--- src/hw/rtl/spmd_pkg.sv ---
// ----------------------------------------------------------------------------
// spmd_pkg
// Shared types and constants for the stereo peak meter with decay.
// ----------------------------------------------------------------------------
package spmd_pkg;

    localparam int LEVEL_FRAC_BITS_DEF = 16;
    localparam int SAMPLE_W            = 32;
    localparam int FACTOR_W            = 16;
    localparam int OUT_W               = 17;
    localparam int OUT_FRAC_BITS       = 16;
    localparam int CFG_IDX_W           = 2;

    localparam logic [FACTOR_W-1:0] BLOCK_DECAY_RST   = 16'd36045;
    localparam logic [FACTOR_W-1:0] IDLE_DECAY_RST    = 16'd45875;
    localparam logic [FACTOR_W-1:0] SILENCE_FLOOR_RST = 16'd131;

    typedef enum logic [1:0] {
        ACT_SAMPLE  = 2'd0,
        ACT_BLOCK   = 2'd1,
        ACT_IDLE    = 2'd2,
        ACT_CAPDOWN = 2'd3
    } action_t;

    typedef enum logic [CFG_IDX_W-1:0] {
        REG_BLOCK_DECAY   = 2'd0,
        REG_IDLE_DECAY    = 2'd1,
        REG_SILENCE_FLOOR = 2'd2
    } cfg_idx_t;

    typedef struct packed {
        logic sample_en;
        logic block_en;
        logic tick_en;
        logic floor_en;
    } lane_ctrl_t;

endpackage

--- src/hw/rtl/spmd_lane.sv ---
// ----------------------------------------------------------------------------
// spmd_lane
// One meter channel: sample to level conversion, running peak and level decay.
// ----------------------------------------------------------------------------
module spmd_lane #(
    parameter int LEVEL_FRAC_BITS = spmd_pkg::LEVEL_FRAC_BITS_DEF
) (
    input  logic                          aclk,
    input  logic                          aresetn,
    input  spmd_pkg::lane_ctrl_t          ctrl,
    input  logic [spmd_pkg::SAMPLE_W-1:0] sample,
    input  logic [spmd_pkg::FACTOR_W-1:0] block_decay,
    input  logic [spmd_pkg::FACTOR_W-1:0] idle_decay,
    input  logic [spmd_pkg::FACTOR_W-1:0] silence_floor,
    output logic [LEVEL_FRAC_BITS:0]      level_out
);
    import spmd_pkg::*;

    localparam int LW      = LEVEL_FRAC_BITS + 1;
    localparam int SH_BASE = 150 - LEVEL_FRAC_BITS;
    localparam int MANT_W  = 24;
    localparam int PROD_W  = LW + FACTOR_W;
    localparam int CMP_W   = (LW > FACTOR_W) ? LW : FACTOR_W;
    localparam logic [LW-1:0] LEVEL_ONE = LW'(1) << LEVEL_FRAC_BITS;

    logic [LW-1:0]       peak_reg, peak_next;
    logic [LW-1:0]       level_reg, level_next;
    logic [30:0]         mag;
    logic [7:0]          expo;
    logic [MANT_W-1:0]   mant;
    logic [8:0]          shamt;
    logic [LW-1:0]       conv;
    logic                finite;
    logic [FACTOR_W-1:0] factor;
    logic [PROD_W-1:0]   prod;
    logic [LW-1:0]       decayed;

    // binary32 magnitude to clipped fixed point, truncating
    always_comb begin
        mag    = sample[30:0];
        finite = (sample[30:23] != 8'hFF);
        if (mag[30:23] == 8'd0) begin
            expo = 8'd1;
            mant = {1'b0, mag[22:0]};
        end else begin
            expo = mag[30:23];
            mant = {1'b1, mag[22:0]};
        end
        shamt = 9'(SH_BASE) - {1'b0, expo};
        if (mag >= 31'h3F800000) begin
            conv = LEVEL_ONE;
        end else if (shamt == 9'd0) begin
            conv = LEVEL_ONE;
        end else if (shamt >= 9'(MANT_W)) begin
            conv = '0;
        end else begin
            conv = LW'(mant >> shamt[4:0]);
        end
    end

    assign factor  = ctrl.block_en ? block_decay : idle_decay;
    assign prod    = PROD_W'(level_reg) * PROD_W'(factor);
    assign decayed = prod[PROD_W-1:FACTOR_W];

    always_comb begin
        peak_next  = peak_reg;
        level_next = level_reg;
        if (ctrl.sample_en) begin
            if (finite && (conv > peak_reg)) begin
                peak_next = conv;
            end
        end
        if (ctrl.block_en) begin
            level_next = (peak_reg > decayed) ? peak_reg : decayed;
            peak_next  = '0;
        end
        if (ctrl.tick_en) begin
            level_next = decayed;
            if (ctrl.floor_en && (CMP_W'(decayed) < CMP_W'(silence_floor))) begin
                level_next = '0;
            end
        end
    end

    always_ff @(posedge aclk) begin
        if (!aresetn) begin
            peak_reg  <= '0;
            level_reg <= '0;
        end else begin
            peak_reg  <= peak_next;
            level_reg <= level_next;
        end
    end

    assign level_out = level_next;

    a_block_clears_peak: assert property (@(posedge aclk) disable iff (!aresetn)
        ctrl.block_en |=> (peak_reg == '0))
        else $error("peak not cleared after block end");
    a_level_in_range: assert property (@(posedge aclk) disable iff (!aresetn)
        (level_reg <= LEVEL_ONE) && (peak_reg <= LEVEL_ONE))
        else $error("level or peak above full scale");
    a_tick_keeps_peak: assert property (@(posedge aclk) disable iff (!aresetn)
        ctrl.tick_en |=> (peak_reg == $past(peak_reg)))
        else $error("peak changed on a tick");

endmodule

--- src/hw/rtl/spmd_out.sv ---
// ----------------------------------------------------------------------------
// spmd_out
// Merges both lane levels into one result, scales to Q1.16 and buffers it.
// ----------------------------------------------------------------------------
module spmd_out #(
    parameter int LEVEL_FRAC_BITS = spmd_pkg::LEVEL_FRAC_BITS_DEF
) (
    input  logic                       aclk,
    input  logic                       aresetn,
    input  logic                       push,
    input  logic [LEVEL_FRAC_BITS:0]   left_in,
    input  logic [LEVEL_FRAC_BITS:0]   right_in,
    output logic                       room,
    output logic                       m_valid,
    input  logic                       m_ready,
    output logic [spmd_pkg::OUT_W-1:0] m_left_level,
    output logic [spmd_pkg::OUT_W-1:0] m_right_level
);
    import spmd_pkg::*;

    localparam int DOWN = (LEVEL_FRAC_BITS >= OUT_FRAC_BITS) ?
                          LEVEL_FRAC_BITS - OUT_FRAC_BITS : 0;
    localparam int UP   = (LEVEL_FRAC_BITS < OUT_FRAC_BITS) ?
                          OUT_FRAC_BITS - LEVEL_FRAC_BITS : 0;

    logic [OUT_W-1:0] left_cvt, right_cvt;
    logic             out_valid_reg, skid_valid_reg;
    logic [OUT_W-1:0] out_left_reg, out_right_reg;
    logic [OUT_W-1:0] skid_left_reg, skid_right_reg;

    assign left_cvt  = OUT_W'(left_in >> DOWN) << UP;
    assign right_cvt = OUT_W'(right_in >> DOWN) << UP;

    assign room = !skid_valid_reg;

    always_ff @(posedge aclk) begin
        if (!aresetn) begin
            out_valid_reg  <= 1'b0;
            skid_valid_reg <= 1'b0;
        end else if (!out_valid_reg || m_ready) begin
            if (skid_valid_reg) begin
                out_valid_reg  <= 1'b1;
                skid_valid_reg <= 1'b0;
            end else begin
                out_valid_reg  <= push;
            end
        end else if (push) begin
            skid_valid_reg <= 1'b1;
        end
    end

    always_ff @(posedge aclk) begin
        if (!out_valid_reg || m_ready) begin
            if (skid_valid_reg) begin
                out_left_reg  <= skid_left_reg;
                out_right_reg <= skid_right_reg;
            end else if (push) begin
                out_left_reg  <= left_cvt;
                out_right_reg <= right_cvt;
            end
        end else if (push) begin
            skid_left_reg  <= left_cvt;
            skid_right_reg <= right_cvt;
        end
    end

    assign m_valid       = out_valid_reg;
    assign m_left_level  = out_left_reg;
    assign m_right_level = out_right_reg;

    a_skid_behind_out: assert property (@(posedge aclk) disable iff (!aresetn)
        skid_valid_reg |-> out_valid_reg)
        else $error("skid slot full while output slot empty");
    a_no_push_when_full: assert property (@(posedge aclk) disable iff (!aresetn)
        push |-> !skid_valid_reg)
        else $error("result pushed into full buffer");
    a_skid_moves_up: assert property (@(posedge aclk) disable iff (!aresetn)
        (skid_valid_reg && m_ready) |=>
            (m_left_level == $past(skid_left_reg)) &&
            (m_right_level == $past(skid_right_reg)))
        else $error("skid entry lost on transfer");

endmodule

--- src/hw/rtl/stereo_peak_meter_decay.sv ---
// ----------------------------------------------------------------------------
// stereo_peak_meter_decay
// Stereo peak meter: per-frame peak capture, block-end and tick level decay.
// ----------------------------------------------------------------------------
// One item is taken every clock cycle while s_ready is high. Each channel
// lane converts, compares and multiplies combinationally, so the level
// state is ready for the next item. Results go through a two-entry output
// buffer; s_ready falls only while both entries hold results that have not
// been transferred, and sample frames, which give no result, still need a
// free entry to be taken.
module stereo_peak_meter_decay #(
    parameter int LEVEL_FRAC_BITS = spmd_pkg::LEVEL_FRAC_BITS_DEF
) (
    input  logic                           aclk,
    input  logic                           aresetn,
    input  logic                           cfg_we,
    input  logic [spmd_pkg::CFG_IDX_W-1:0] cfg_idx,
    input  logic [spmd_pkg::FACTOR_W-1:0]  cfg_wdata,
    input  logic                           s_valid,
    output logic                           s_ready,
    input  logic [1:0]                     s_action,
    input  logic [spmd_pkg::SAMPLE_W-1:0]  s_left_sample,
    input  logic [spmd_pkg::SAMPLE_W-1:0]  s_right_sample,
    output logic                           m_valid,
    input  logic                           m_ready,
    output logic [spmd_pkg::OUT_W-1:0]     m_left_level,
    output logic [spmd_pkg::OUT_W-1:0]     m_right_level
);
    import spmd_pkg::*;

    logic [FACTOR_W-1:0]      block_decay_reg, idle_decay_reg, silence_floor_reg;
    logic                     frame_seen_reg, frame_seen_next;
    logic                     accept, push;
    action_t                  action;
    lane_ctrl_t               ctrl;
    logic [LEVEL_FRAC_BITS:0] left_level, right_level;

    always_ff @(posedge aclk) begin
        if (!aresetn) begin
            block_decay_reg   <= BLOCK_DECAY_RST;
            idle_decay_reg    <= IDLE_DECAY_RST;
            silence_floor_reg <= SILENCE_FLOOR_RST;
        end else if (cfg_we) begin
            unique case (cfg_idx_t'(cfg_idx))
                REG_BLOCK_DECAY:   block_decay_reg   <= cfg_wdata;
                REG_IDLE_DECAY:    idle_decay_reg    <= cfg_wdata;
                REG_SILENCE_FLOOR: silence_floor_reg <= cfg_wdata;
                default: ;
            endcase
        end
    end

    assign action = action_t'(s_action);
    assign accept = s_valid && s_ready;
    assign push   = accept && (action != ACT_SAMPLE);

    always_comb begin
        ctrl            = '0;
        frame_seen_next = frame_seen_reg;
        if (accept) begin
            unique case (action)
                ACT_SAMPLE: begin
                    ctrl.sample_en  = 1'b1;
                    frame_seen_next = 1'b1;
                end
                ACT_BLOCK: begin
                    ctrl.block_en   = frame_seen_reg;
                    frame_seen_next = 1'b0;
                end
                ACT_IDLE: begin
                    ctrl.tick_en  = 1'b1;
                    ctrl.floor_en = 1'b1;
                end
                ACT_CAPDOWN: begin
                    ctrl.tick_en = 1'b1;
                end
                default: ;
            endcase
        end
    end

    always_ff @(posedge aclk) begin
        if (!aresetn) begin
            frame_seen_reg <= 1'b0;
        end else begin
            frame_seen_reg <= frame_seen_next;
        end
    end

    spmd_lane #(.LEVEL_FRAC_BITS(LEVEL_FRAC_BITS)) u_lane_left (
        .aclk          (aclk),
        .aresetn       (aresetn),
        .ctrl          (ctrl),
        .sample        (s_left_sample),
        .block_decay   (block_decay_reg),
        .idle_decay    (idle_decay_reg),
        .silence_floor (silence_floor_reg),
        .level_out     (left_level)
    );

    spmd_lane #(.LEVEL_FRAC_BITS(LEVEL_FRAC_BITS)) u_lane_right (
        .aclk          (aclk),
        .aresetn       (aresetn),
        .ctrl          (ctrl),
        .sample        (s_right_sample),
        .block_decay   (block_decay_reg),
        .idle_decay    (idle_decay_reg),
        .silence_floor (silence_floor_reg),
        .level_out     (right_level)
    );

    spmd_out #(.LEVEL_FRAC_BITS(LEVEL_FRAC_BITS)) u_out (
        .aclk          (aclk),
        .aresetn       (aresetn),
        .push          (push),
        .left_in       (left_level),
        .right_in      (right_level),
        .room          (s_ready),
        .m_valid       (m_valid),
        .m_ready       (m_ready),
        .m_left_level  (m_left_level),
        .m_right_level (m_right_level)
    );

    a_block_clears_seen: assert property (@(posedge aclk) disable iff (!aresetn)
        (accept && (action == ACT_BLOCK)) |=> !frame_seen_reg)
        else $error("frame mark kept after block end");
    a_sample_sets_seen: assert property (@(posedge aclk) disable iff (!aresetn)
        (accept && (action == ACT_SAMPLE)) |=> frame_seen_reg)
        else $error("frame mark not set by sample transfer");
    a_single_ctrl: assert property (@(posedge aclk) disable iff (!aresetn)
        $onehot0({ctrl.sample_en, ctrl.block_en, ctrl.tick_en}))
        else $error("more than one lane operation in a cycle");

endmodule
--- config.mk ---
export PLATFORM = sky130hd
export DESIGN_NAME = stereo_peak_meter_decay
export DESIGN_NICKNAME = d
export VERILOG_FILES = /design/src/hw/rtl/spmd_pkg.sv /design/src/hw/rtl/spmd_lane.sv /design/src/hw/rtl/spmd_out.sv /design/src/hw/rtl/stereo_peak_meter_decay.sv
export SDC_FILE = /design/constraint.sdc
export NUM_CORES = 2
export LEC_CHECK = 0
export BUFFER_PORTS_ARGS = -buffer_cell sky130_fd_sc_hd__buf_2
export CAP_MARGIN = 20
export CORE_ASPECT_RATIO = 0.7
export CORE_MARGIN = 8
export CORE_UTILIZATION = 60
export DETAILED_ROUTE_END_ITERATION = 8
export PLACE_DENSITY = 0.86
export SLEW_MARGIN = 20
export SYNTH_ARGS = -nofsm -noshare
export SYNTH_HDL_FRONTEND = slang
export SYNTH_SLANG_ARGS = --single-unit
--- constraint.sdc ---
create_clock -name aclk -period 24.7 [get_ports aclk]
set_input_delay 3.705 -clock aclk [delete_from_list [all_inputs] [get_ports aclk]]
set_output_delay 3.705 -clock aclk [all_outputs]
set_load 0.01 [all_outputs]
# Word-level counts from Yosys, hierarchy flattened
# Index checks and enable logic that the tools add are counted.
# word_totals
register_bits,187
latchBits,0
ramBits,0
romBits,0
n_memories,0
# op_classes
n_addsub,2
mul,2
div_mod_pow,0
n_lt_le_gt_ge,10
eq_ne,7
n_shift,2
n_mux,30
bitwise_logic,2
n_reduce_logical,29
# ops
op,n
$mux W17,18
$gt A17 B17 Y1,4
$mul A17 B16 Y33,2
$ge A31 B30 Y1 const B,2
$mux W24,2
$shr A24 B5 Y17,2
$lt A17 B16 Y1,2
$ge A9 B5 Y1 const B,2
$logic_not A9 Y1,2
$sub A8 B8 Y9 const A,2
$logic_not A8 Y1,2
$mux W16,1
$mux W8,2
$ne A8 B8 Y1 const B,2
$reduce_and A2 Y1,8
$eq A2 B2 Y1 const B,3
$logic_and A1 B1 Y1,6
$reduce_bool A2 Y1,3
$reduce_or A2 Y1,3
$mux W1,5
$eq A2 B1 Y1 const B,2
$logic_not A2 Y1,2
$mux W4,1
$logic_not A1 Y1,2
other kinds (3),4

# Depth between registers and ports, before layout
# logic_depth
word_depth,12
depth_mapped,41
depth_no_buf,38

# Hierarchy
# A second synthesis with hierarchy kept.
# hier_totals
cells_unflattened,3525
hier_area_um2,31257.5
# modules_own_cells
module,instances,cells_per_inst,area_each_um2,seq_area_each_um2
spmd_lane (u_lane_left),1,1609,13365.3,680.7
spmd_lane (u_lane_right),1,1593,13175.1,680.7
spmd_out,1,115,2682.6,2082.0
stereo_peak_meter_decay,1,208,2034.5,980.9

# Worst setup path after synthesis
# OpenSTA, ideal clock, no wires.
# synth_timing
path_type,in2reg
from,input s_action[1]
to,"register u_out.out_right_reg[10] (netlist: u_out.m_right_level[10]), data pin"
setup_ps,264
arrival_time_ps,12949
t_required_ps,24436
path_slack_ps,11487
path_stages,39
n_path_buf,3
cell_sequence,or3b_4 nor2_1 clkbuf_1 clkbuf_1 nand2_1 nand2_1 clkbuf_1 nand2_1 fa_1 inv_1 fa_1 inv_1 fa_1 inv_1 fa_1 fa_1 inv_1 fa_1 [3 not listed] nand2b_1 a31oi_1 a21boi_0 nor2_1 nor2_1 xor2_1 ha_1 o21ai_0 a21oi_1 o21ai_0 o21ai_0 or4b_2 o21ai_0 a2111oi_1 o41a_1 a21oi_2 nor3_1 o41a_1
# synth_via
elab_chain_cells,11
word_cells_on_any_way,19
cone_classes,mul (1); order compare (2); eq/ne (3); mux (11); reduce/logical (2)
# synth_rtl
element,line,text
start: declaration,stereo_peak_meter_decay.sv:21,"input logic [1:0] s_action,"
$eq A2 B1 Y1,stereo_peak_meter_decay.sv:61,unique case (action)
$mux W1,stereo_peak_meter_decay.sv:61,
$mux W4 *,stereo_peak_meter_decay.sv:60,if (accept) begin
$mux W16,spmd_lane.sv:61,assign factor = ctrl.block_en ? block_decay : idle_decay;
$mul A17 B16 Y33,spmd_lane.sv:62,assign prod = PROD_W'(level_reg) * PROD_W'(factor);
$gt A17 B17 Y1 / $lt A17 B16 Y1 (equally long branches),"spmd_lane.sv:74, spmd_lane.sv:79",
$mux W17 / $logic_and A1 B1 Y1 (equally long branches),"spmd_lane.sv:74, spmd_lane.sv:79",
"$mux W17, on equally long branches","spmd_lane.sv:73, spmd_lane.sv:79",
$mux W17 *,spmd_lane.sv:77,if (ctrl.tick_en) begin
$mux W17 *,spmd_out.sv:57,end else if (push) begin
$mux W17 *,spmd_out.sv:54,if (skid_valid_reg) begin
end signal: assignment,spmd_out.sv:56,out_right_reg <= skid_right_reg;
end signal: assignment,spmd_out.sv:59,out_right_reg <= right_cvt;
end: declaration,spmd_out.sv:28,"logic [OUT_W-1:0] out_left_reg, out_right_reg;"
# Mark *: on every way between the ends. The rest lies on a longest branch, timed or not. The select of a mux whose other input is x is not followed.
# A chain may end at the register's enable or synchronous reset.

# Worst setup path after layout
# layout_timing
from,input s_valid
to,"register u_out.out_left_reg[14] (netlist: u_out.m_left_level[14]), data pin"
# layout_via
elab_chain_cells,10
word_cells_on_any_way,13
cone_classes,mul (1); order compare (2); mux (8); reduce/logical (2)
# layout_rtl
element,line,text
start: declaration,stereo_peak_meter_decay.sv:19,"input logic s_valid,"
$logic_and A1 B1 Y1 *,stereo_peak_meter_decay.sv:54,assign accept = s_valid && s_ready;
$mux W4 *,stereo_peak_meter_decay.sv:60,
$mux W16,spmd_lane.sv:61,
$mul A17 B16 Y33,spmd_lane.sv:62,
$gt A17 B17 Y1 / $lt A17 B16 Y1 (equally long branches),"spmd_lane.sv:74, spmd_lane.sv:79",
$mux W17 / $logic_and A1 B1 Y1 (equally long branches),"spmd_lane.sv:74, spmd_lane.sv:79",
"$mux W17, on equally long branches","spmd_lane.sv:73, spmd_lane.sv:79",
$mux W17 *,spmd_lane.sv:77,
$mux W17 *,spmd_out.sv:57,
$mux W17 *,spmd_out.sv:54,
end signal: assignment,spmd_out.sv:55,out_left_reg <= skid_left_reg;
end signal: assignment,spmd_out.sv:58,out_left_reg <= left_cvt;
end: declaration,spmd_out.sv:28,
# Marks and branches as above.

==> out/metrics.sh <==
MAPPEDNETLISTNETS=4398
FIN_SETUP_TNS_NS=0
YS_FF_LATCH=187
DRC_ERRORS=0
IO_BUFFERS=122
REG2REG_CAPTURE_POINT='u_out.m_left_level[14]'
WORST_SETUP_END_KIND='register'
SYN_INST=3600
POST-ROUTE-WORST-SETUP-SLACK_NS=9.40
AVGSYNTHCELLAREA_SQ_UM=8.52
YOSYS-MUX-AREA-FRACTION_PCT=4.39
DPL_WORST_SLACK_NS=9.53
FINAL_NET_COUNT=4402
PERIOD_SHARE_PCT=61.9
MAX_STAGE_DELAY_NS=0.97
PATH_DEPTH_OF_THE_WORST_REG2REG_PATH=36
SYNTH-SIMPLE-AREA-SHARE_PCT=19.6
CTS_HOLD_BUFS=0
SYNTH_TOP_FAMILY_BY_AREA='adder cells'
SEQ_AREA_FRAC_SYNTH_PCT=14.4
SYNTH_CELL_TYPES=99
CTS_REPAIR_RESIZE_COUNT=0
CRIT_REQUIRED_NS=24.88
WORSTHOLDPATHTYPE='reg2reg'
FLOORPLAN.DIE_AREA_SQ_MM=0.0587
INSERTION_DELAY_TO_THE_LATER_SINK_OF_THE_WORST_SKEW_PAIR_NS=0.45
FRACTION_OF_THE_MAPPED_NETLIST_AREA_IN_COMPOUND_GATES_PCT=11.9
TIMING.SLEW.HEADROOM_PCT=19.9
PLACER_CONGESTION=0.999
CLOCK_PATH_BUFFERS=2
DRT-INITIAL-DRC-COUNT=3024
NUMCTSBUFFERS=17
CTS_NUM_SINKS=187
PLACEABLECOREAREA_SQ_MM=0.0506
FINCLKSKEW_NS=0.0151
SYNTH_ADDER_AREA_SHARE_PCT=39.2
YS.WARNINGS.COUNT=0
CAP_VIOLATIONS=0
WIRE_LENGTH_OF_THE_FIRST_GLOBAL_ROUTING_PASS_UM=139000
STATIC-LEAKAGE-POWER_nW=15.3
POST_CTS.REPAIR.SETUP_BUFFERS=0
TIMING.CRITICAL_PATH.BUF_INV=8
INITIAL_ANTENNA_VIOLATION_COUNT=5
GRT_USE_TOTAL_PCT=29.1
SYNTH_XOR_AREA_SHARE_PCT=1.28
LAYOUT_COMMON_CELLS='601 x sky130_fd_sc_hd__nand2_1, 566 x sky130_fd_sc_hd__inv_1, 414 x sky130_fd_sc_hd__fa_1'
FINAL_COMMON_CELL='sky130_fd_sc_hd__nand2_1'
IR_WORST_VDD_V=0.0000666
DETAIL_ROUTE.WIRELENGTH_UM=85300
CLK_TRANSITION_REPORTED_PATHS_NS=0.08
CRITPATHSLOWESTCELL='sky130_fd_sc_hd__a2111oi_0'
WORST_PATH_ARRIVAL_TIME_NS=15.48
MINIMUM_PERIOD_IMPLIED_BY_THE_FINAL_WORST_SETUP_SLACK_NS=15.30
FINAL_HOLD_VIOLS=0
FLOORPLAN.ROWS=69
IOPINCOUNT=125
SETUP-VIOLATIONS-FINAL=0
ROUTE.ANTENNA.REMAINING_NETS=0
GRT_SETUP_UNREPAIRED='false'
CRITICALPATHCATEGORY='in2reg'
RUN_STATUS='finished clean'
POWER-PER-CELL-AREA_mW_PER_MM2=79.6
WORSTSETUPSTARTPOINTTYPE='input port'
CRITICAL_PATH.STARTPOINT='s_valid'
CP.DEPTH=36
AVGVIACOUNTPERCELL=6.14
BEGINNING_OF_THE_WORST_REGISTER_TO_REGISTER_PATH='u_out.skid_valid_reg'
DIE_HEIGHT_UM=205
SYN2LAYOUT_AREA_GROWTH_PCT=5.72
FLOORPLAN.INITIALDENSITY_PCT=60.6
NUMBER_OF_OPTIMIZATION_ITERATIONS_IN_THE_FIRST_DETAILED_ROUTE_PASS=6
SYN-CELL-AREA_SQ_MM=0.0307
TRANSITION_TIME_AT_THE_PIN_WITH_THE_LEAST_SLEW_MARGIN_NS=1.17
PIN_COUNT_OF_THE_BIGGEST_NET_ENTERING_GLOBAL_ROUTING=51
GR-TOTAL-OVERFLOW=0
REG2REG_SLACK_NS=11.91
SYNTH-EDFF-COUNT=68
SYNTH-MAIN-FF-CELL='sky130_fd_sc_hd__dfxtp_1'
NUMBER_OF_GLOBAL_ROUTE_VIAS_BEFORE_REPAIR=26500
POST_DRT_WL_PER_CELL_UM=19.9
CRIT_PATH_END='u_out.m_left_level[14]'
LAYOUT-DRIVE-GT1-SHARE_PCT=7.46
ROOT_BUFFER_SELECTED_BY_CTS='sky130_fd_sc_hd__clkbuf_16'
ROUTE.VIAS.TOTAL=26300
POSTSYNTH.ASYNCRESETSHARE_PCT=0
TRITONCTS_CLOCK_TREE='done'
TIMING.FMAX_MHz=65.4
HTREE_NUM_LEVELS=4
WORST_PATH_DOMINANT_CELL_FAMILY='adder cells'
FINAL_REPORT_MAX_SLEW_VIOLATION_COUNT=0
WORST-PATH-MAX-FANOUT=36
FLOORPLAN.DIE.WIDTH_UM=286
HPWL_REPORTED_AT_THE_END_OF_DETAILED_PLACEMENT_UM=65600
[worst reg2reg max path: cells and delay by family, from the launching register on]
family / cells / cell delay, ns
fa+ha+maj: 8 / 3.81
compound gates: 9 / 3.33
simple gates: 10 / 2.65
buf+inv: 8 / 1.58
flops: 1 / 0.49
xor+xnor: 1 / 0.66
[power breakdown]
group          switching, W  leakage [nW]  internal, W
Sequential        0.0000586          1.62     0.000360
Clock              0.000133         0.283     0.000157
Combinational       0.00118          13.4     0.000690
[cells by family (layout without fill, tap and decap cells)]
logic type / Yosys count / count (layout)
adders and majority gates: 712 / 712
muxes: 116 / 116
AOI/OAI and AO/OA: 531 / 531
other: 0 / 1
and+or+nand+nor: 1262 / 1262
DFF: 187 / 187
buffers and inverters: 748 / 765
xor gates and xnor gates: 44 / 44
[cell usage after synthesis (6+ instances only)]
cell	instances	area share, %
sky130_fd_sc_hd__nand2_1	602	7.4
sky130_fd_sc_hd__inv_1	566	6.9
sky130_fd_sc_hd__fa_1	414	27
sky130_fd_sc_hd__ha_1	295	12
sky130_fd_sc_hd__and2_1	250	5.1
sky130_fd_sc_hd__clkbuf_1	166	2.0
sky130_fd_sc_hd__a21oi_1	141	2.3
sky130_fd_sc_hd__nor2_1	139	1.7
sky130_fd_sc_hd__dfxtp_1	119	7.8
sky130_fd_sc_hd__mux2i_1	93	3.0
sky130_fd_sc_hd__o21ai_0	85	1.4
sky130_fd_sc_hd__edfxtp_1	68	6.7
sky130_fd_sc_hd__nand3_1	55	0.90
sky130_fd_sc_hd__nor3_1	43	0.70
sky130_fd_sc_hd__a21o_1	38	0.93
sky130_fd_sc_hd__nand4_1	37	0.75
sky130_fd_sc_hd__o21a_1	30	0.73
sky130_fd_sc_hd__a31oi_1	28	0.57
sky130_fd_sc_hd__nand2b_1	25	0.51
sky130_fd_sc_hd__a211oi_1	24	0.59
sky130_fd_sc_hd__xnor2_1	22	0.63
sky130_fd_sc_hd__xor2_1	21	0.60
sky130_fd_sc_hd__or3_1	18	0.37
sky130_fd_sc_hd__o211ai_1	17	0.42
sky130_fd_sc_hd__and3_1	15	0.31
sky130_fd_sc_hd__nor2b_1	15	0.31
sky130_fd_sc_hd__mux4_2	14	1.0
sky130_fd_sc_hd__o22ai_1	14	0.29
sky130_fd_sc_hd__or2_2	13	0.27
sky130_fd_sc_hd__o31a_1	12	0.34
sky130_fd_sc_hd__nor4_1	11	0.22
sky130_fd_sc_hd__o41a_1	11	0.40
sky130_fd_sc_hd__a22oi_1	10	0.24
sky130_fd_sc_hd__o31ai_1	10	0.24
sky130_fd_sc_hd__mux2_2	9	0.33
sky130_fd_sc_hd__a2111oi_0	8	0.23
sky130_fd_sc_hd__buf_1	8	0.098
sky130_fd_sc_hd__o2111ai_1	8	0.23
sky130_fd_sc_hd__o21ai_1	7	0.11
sky130_fd_sc_hd__or4_1	7	0.17
sky130_fd_sc_hd__a21boi_0	6	0.15
sky130_fd_sc_hd__o21bai_1	6	0.15
[metal layers]
metal  global-route usage (%)  routed length, um  vias up
met5                        0                 48        -
met4                     8.92               2700        6
met3                     7.61              11000      230
met2                     44.3              36700     1536
met1                     40.5              34900    12800
li1                         -                  -    11800
[worst min path at each step]
stage / from / end / slack [ns] / depth (start not counted)
6_report: idle_decay_reg[2] / idle_decay_reg[2] / 0.46 / 2
5_1_grt: silence_floor_reg[2] / silence_floor_reg[2] / 0.48 / 2
4_1_cts: silence_floor_reg[13] / silence_floor_reg[13] / 0.46 / 2
3_5_place_dp: silence_floor_reg[9] / silence_floor_reg[9] / 0.45 / 2
3_3_place_gp: silence_floor_reg[5] / silence_floor_reg[5] / 0.44 / 2
2_1_floorplan: silence_floor_reg[10] / silence_floor_reg[10] / 0.44 / 2
[cell type report]
cell class                 count  area [sq um]
timing repair buffer         165           933
tap                          674           843
clock buffer                  20           458
inverter                     568          2130
fill                        4074         18200
sequential                   187          4430
antenna                        1          2.50
clock inverter                12           136
multi-input combinational   2665         23500
[per-stage QoR]
stage	std cells	cell area [sq um]	utilization [%]	power, W	hold slack (ns)
6_report	4292	32400	64.1	0.00258	0.460
5_1_grt	4291	32400	64.1	0.00280	0.478
4_1_cts	4290	32400	64.0	0.00254	0.457
3_5_place_dp	4258	31800	62.9	0.00223	0.447
3_3_place_gp	4258	31800	62.9	0.00217	0.442
2_1_floorplan	3600	30700	-	0.00172	0.436
(Power assumes the default switching activity.)
